`src/rtl/ssot_pkg.sv`:
```
package ssot_pkg;

    // item kinds
    localparam logic [1:0] KIND_INSERT = 2'd0;
    localparam logic [1:0] KIND_LOOKUP = 2'd1;
    localparam logic [1:0] KIND_CLEAR  = 2'd2;

    // result status codes
    localparam logic [1:0] ST_OK        = 2'd0;
    localparam logic [1:0] ST_FULL      = 2'd1;
    localparam logic [1:0] ST_DUPLICATE = 2'd2;
    localparam logic [1:0] ST_NOT_FOUND = 2'd3;

    localparam int CFG_W   = 12;
    localparam int COUNT_W = 12;

    // one stored record
    typedef struct packed {
        logic [31:0] key;
        logic [2:0]  bar;
        logic [31:0] offset;
        logic [3:0]  size;
        logic        is_write;
        logic [31:0] value;
        logic        validated;
    } rec_t;

    // what a cell drives into the match tree; all zero when it does not match
    typedef struct packed {
        logic        hit;
        logic [2:0]  bar;
        logic [31:0] offset;
        logic [3:0]  size;
        logic        is_write;
        logic [31:0] value;
        logic        validated;
    } found_t;

    // broadcast controls from the sequencer to every cell
    typedef struct packed {
        logic probe;
        logic insert;
        logic clear;
    } cell_cmd_t;

    // radix-8 registered OR tree depth
    function automatic int tree_levels(input int n);
        return ($clog2(n) + 2) / 3;
    endfunction

endpackage

```
`src/rtl/ssot_cell.sv`:
```
module ssot_cell (
    input  logic              clk,
    input  logic              rst_n,
    input  ssot_pkg::cell_cmd_t cmd,
    input  ssot_pkg::rec_t    item,
    input  ssot_pkg::rec_t    prev_rec,
    input  logic              prev_occ,
    input  logic              prev_lt,
    output ssot_pkg::rec_t    rec,
    output logic              occ,
    output logic              lt,
    output ssot_pkg::found_t  found
);
    import ssot_pkg::*;

    rec_t rec_reg;
    logic occ_reg;
    logic lt_reg;
    logic match_reg;

    // control: occupancy and compare flags
    always_ff @(posedge clk or negedge rst_n)
    begin
        if (!rst_n)
        begin
            occ_reg   <= 1'b0;
            lt_reg    <= 1'b0;
            match_reg <= 1'b0;
        end
        else
        begin
            if (cmd.clear)
            begin
                occ_reg <= 1'b0;
            end
            else if (cmd.insert && !lt_reg)
            begin
                occ_reg <= prev_lt ? 1'b1 : prev_occ;
            end
            if (cmd.probe)
            begin
                lt_reg    <= occ_reg && (rec_reg.key < item.key);
                match_reg <= occ_reg && (rec_reg.key == item.key);
            end
        end
    end

    // payload: keep if smaller key, else take new word or shift up from neighbor
    always_ff @(posedge clk)
    begin
        if (cmd.insert && !lt_reg)
        begin
            rec_reg <= prev_lt ? item : prev_rec;
        end
    end

    always_comb
    begin
        found = '0;
        if (match_reg)
        begin
            found.hit       = 1'b1;
            found.bar       = rec_reg.bar;
            found.offset    = rec_reg.offset;
            found.size      = rec_reg.size;
            found.is_write  = rec_reg.is_write;
            found.value     = rec_reg.value;
            found.validated = rec_reg.validated;
        end
    end

    assign rec = rec_reg;
    assign occ = occ_reg;
    assign lt  = lt_reg;

endmodule

```
`config.mk`:
```
export PLATFORM = sky130hd
export DESIGN_NAME = ssot_cell
export DESIGN_NICKNAME = d
export VERILOG_FILES = /design/src/rtl/ssot_pkg.sv /design/src/rtl/ssot_cell.sv
export SDC_FILE = /design/constraint.sdc
export NUM_CORES = 1
export LEC_CHECK = 0
export BUFFER_PORTS_ARGS = -buffer_cell sky130_fd_sc_hd__buf_4
export CELL_PAD_IN_SITES_DETAIL_PLACEMENT = 1
export CELL_PAD_IN_SITES_GLOBAL_PLACEMENT = 1
export CORE_AREA = 5 5 152 154
export CTS_CLUSTER_DIAMETER = 80
export CTS_CLUSTER_SIZE = 28
export DETAILED_ROUTE_END_ITERATION = 6
export DIE_AREA = 0 0 157 159
export PLACE_DENSITY_LB_ADDON = 0.1
export SLEW_MARGIN = 10
export SYNTH_ARGS = -nofsm -noshare
export SYNTH_HDL_FRONTEND = slang
export SYNTH_SLANG_ARGS = --single-unit
export TNS_END_PERCENT = 1
```
`constraint.sdc`:
```
create_clock -name clk -period 7.1 [get_ports clk]
set_input_delay 0.355 -clock clk [delete_from_list [all_inputs] [get_ports clk]]
set_output_delay 0.355 -clock clk [all_outputs]
set_load 0.01 [all_outputs]
```
==> impl_metrics.csv <==
group,metric,value,unit
power_and_ir_drop,total_power,1.74,mW
power_and_ir_drop,p_sw,0.421,mW
floorplanning,die_w,157,µm
routing,drt_iter0_drc,146,
clocking,worstSkewPairLatency,0.35,ns
setup_path,cp_common_cell,"buf_4",
power_and_ir_drop,powerDensity,184,mW/mm²
clocking,tritoncts.num_buffers,9,
status,status,"complete, no violations",
yosys,ys_warn_count,0,
yosys,synth-simple-area-share,0.103,
sta,min_period,2.25,ns
sta,finClkSkew,0.00746,ns
floorplanning,start_util,0.270,
setup_path,reg2reg_depth,3,
floorplanning,fp.dieH,159,µm
yosys,synth_nets,677,
setup_path,rr_endpoint,"rec[38]",
clocking,post_cts_resized,0,
clocking,cts_root_buffer,"clkbuf_16",
clocking,clk_path_buf_depth,2,
setup_path,worstSetupPathType,"flip-flop to flip-flop",
sta,min_period_over_period,0.317,
setup_path,worst_path_max_delay_cell,"buf_4",
floorplanning,die-area,0.0250,mm²
sta,worstMarginPinSlew,1.08,ns
yosys,syn_inst,428,
setup_path,cp-end-kind,"flip-flop",
clocking,cts_hold_buf,1,
global_route,grt.total_usage,0.178,
setup_path,r2r-start,"lt",
setup_path,crit_required,7.08,ns
yosys,synthMuxAreaShare,0.203,
place,port_buffers,397,
clocking,cts_tree,"built",
sta,slew_violations,0,
routing,routed_wl,22800,µm
place,post-dp-hpwl,18700,µm
power_and_ir_drop,swShare,0.243,
min_path,min_path_type,"input port to flip-flop",
global_route,grt.overflow.total,0,
floorplanning,io_pins,398,
clocking,path_clk_slew,0.07,ns
yosys,ys_seq_area_frac,0.554,
floorplanning,rows,54,
min_path,hold_path_end,"occ",
yosys,synth_xor_xnor_area_share,0,
setup_path,cp.arrival,2.23,ns
yosys,syn_area,0.00582,mm²
yosys,synth-compound-area-share,0.0327,
routing,vias,4896,
global_route,antenna_found_initial,2,
run,cap_violations,0,
clocking,cts_sinks,108,
yosys,ys_types,30,
global_route,grt_max_degree,76,
global_route,grt_pass1_vias,5626,
sta,relSlewSlack,0.281,
routing,dr.pass1.iters,4,
layout,area_delta_synth_final,62.1,%
sta,rsz0062_at_grt,"no",
routing,routed_via_density,4.43,
power_and_ir_drop,p_comb_frac,0.196,
setup_path,r2r_slack,4.85,ns
yosys,synth_top_family_by_area,"multiplexers",
yosys,avgSynthCellArea,13.6,µm²
layout,nFillCells,2348,
clocking,post-cts-setup-buffers,0,
yosys,synth-seq-cells,108,
floorplanning,core_area,0.0216,mm²
sta,setup_violations,0,
power_and_ir_drop,ir_drop,101,µV
setup_path,crit_path_start_kind,"flip-flop",
setup_path,path_cells,"nor2b_4, buf_4, buf_4",
min_path,hp-start,"cmd[0]",
sta,final_hold_viol_count,0,
clocking,htreeDepth,3,
routing,post_drt_wl_per_cell,20.7,µm
setup_path,worst-path-max-fanout,60,
layout,antenna_cells,0,
power_and_ir_drop,leakagePower,4.37,nW
power_and_ir_drop,p_int,1.31,mW
place,gp_congestion,0.775,
sta,fmax,445,MHz
layout,drive_above_1_share,0.587,
routing,postRouteAntennaNets,0,
global_route,grt_pass1_wl,33600,µm
min_path,min_path_cells,2,
sta,setup-tns-final,0,ns
power_and_ir_drop,seq_power_share,0.465,
routing,drcViolationCount,0,
yosys,yosys.area_share.adder,0.0688,
setup_path,cpPeakStageDelay,0.74,ns
layout,final_nets,1068,
layout,largest_reg_flops,105,
power_and_ir_drop,p_clk_frac,0.338,
[cells by family (layout without fill, tap and decap cells)]
family                   after synthesis  after routing
buffers and inverters                 54            450
adder cells (fa/ha/maj)               32             32
AO/OA/AOI/OAI                         28             28
AND/OR/NAND/NOR                      101            101
multiplexers                         105            105
flip-flops                           108            108
[synth_stat cells, drive strengths merged]
cell type | instances | area share
edfxtp | 105 | 0.54
mux2 | 105 | 0.20
and2 | 74 | 0.080
inv | 33 | 0.021
ha | 32 | 0.069
a21oi | 12 | 0.010
buf | 12 | 0.011
clkbuf | 9 | 0.0058
nand2 | 8 | 0.0052
nand4 | 6 | 0.0064
nor2 | 5 | 0.0032
nand3 | 4 | 0.0034
a21o | 3 | 0.0039
dfrtp | 3 | 0.013
a211oi | 2 | 0.0026
nor2b | 2 | 0.0021
o21ai | 2 | 0.0017
a2111oi | 1 | 0.0026
a211o | 1 | 0.0015
a21boi | 1 | 0.0013
a22o | 1 | 0.0015
a32o | 1 | 0.0017
nor3 | 1 | 0.0017
nor4 | 1 | 0.0011
o211ai | 1 | 0.0013
o21a | 1 | 0.0013
o2bb2ai | 1 | 0.0015
o311ai | 1 | 0.0015
[worst max-delay path by stage]
stage,start,cells past startpoint,end,slack (ns)
2_1_floorplan,lt,2,occ,1.37
3_3_place_gp,prev_lt,3,rec[29],4.73
3_5_place_dp,prev_lt,3,rec[41],4.68
4_1_cts,match_reg,2,found[44],4.79
5_1_grt,match_reg,2,found[44],4.67
6_report,lt,3,rec[38],4.85
[final cells by class]
cell class                 count  area, µm²  area share
sequential                   108       3230       0.342
timing repair buffer         401       3010       0.319
multi-input combinational    266       2380       0.252
tap                          280        350      0.0371
clock buffer                  10        229      0.0243
inverter                      33        124      0.0131
clock inverter                 6        111      0.0118
[routing by layer]
layer | vias to the layer above | wire [µm] | GRT usage
met5 | - | 31 | 0
met1 | 2313 | 8030 | 0.185
met3 | 32 | 2120 | 0.0690
met2 | 214 | 12100 | 0.326
li1 | 2333 | - | -
met4 | 4 | 553 | 0.0592
[critical path, delay by kind of cell, from the launching register on]
kind / cells / cell delay, ns
DFF: 1 / 0.43
and+or+nand+nor: 1 / 0.11
buffers and inverters: 2 / 1.24
[per-stage QoR]
stage | utilization | setup WS [ns] | hold slack, ns | cells | area (µm²)
5_1_grt | 0.438 | 4.67 | 0.128 | 1104 | 9440
3_5_place_dp | 0.422 | 4.68 | 0.149 | 1087 | 9080
6_report | 0.438 | 4.85 | 0.151 | 1104 | 9440
4_1_cts | 0.438 | 4.79 | 0.132 | 1104 | 9440
3_3_place_gp | 0.422 | 4.73 | 0.149 | 1087 | 9080
2_1_floorplan | - | 1.37 | 0.0594 | 428 | 5820
[power groups by stage]
stage	sequential [mW]	clock (mW)	combinational, mW
floorplan	0.843	0	0.111
global placement	0.822	0	0.340
detailed placement	0.823	0	0.347
CTS	0.809	0.611	0.349
global route	0.814	0.641	0.372
finish	0.808	0.588	0.340
[cell usage in the layout, fill, tap and decap left out, types with 2 or more instances in the layout]
cell	synthesis	routed
buf_4	2	400
edfxtp_1	105	105
and2_1	74	74
mux2_2	66	66
mux2_1	39	39
inv_1	33	33
ha_1	32	32
a21oi_1	12	12
clkbuf_16	0	9
nand2_1	8	8
nand4_1	6	6
nor2_1	5	5
nand3_1	4	4
a21o_1	3	3
bufinv_16	0	3
a211oi_1	2	2
o21ai_0	2	2
dfrtp_1	3	2
No activity file was read; power rests on OpenSTA's default activity.
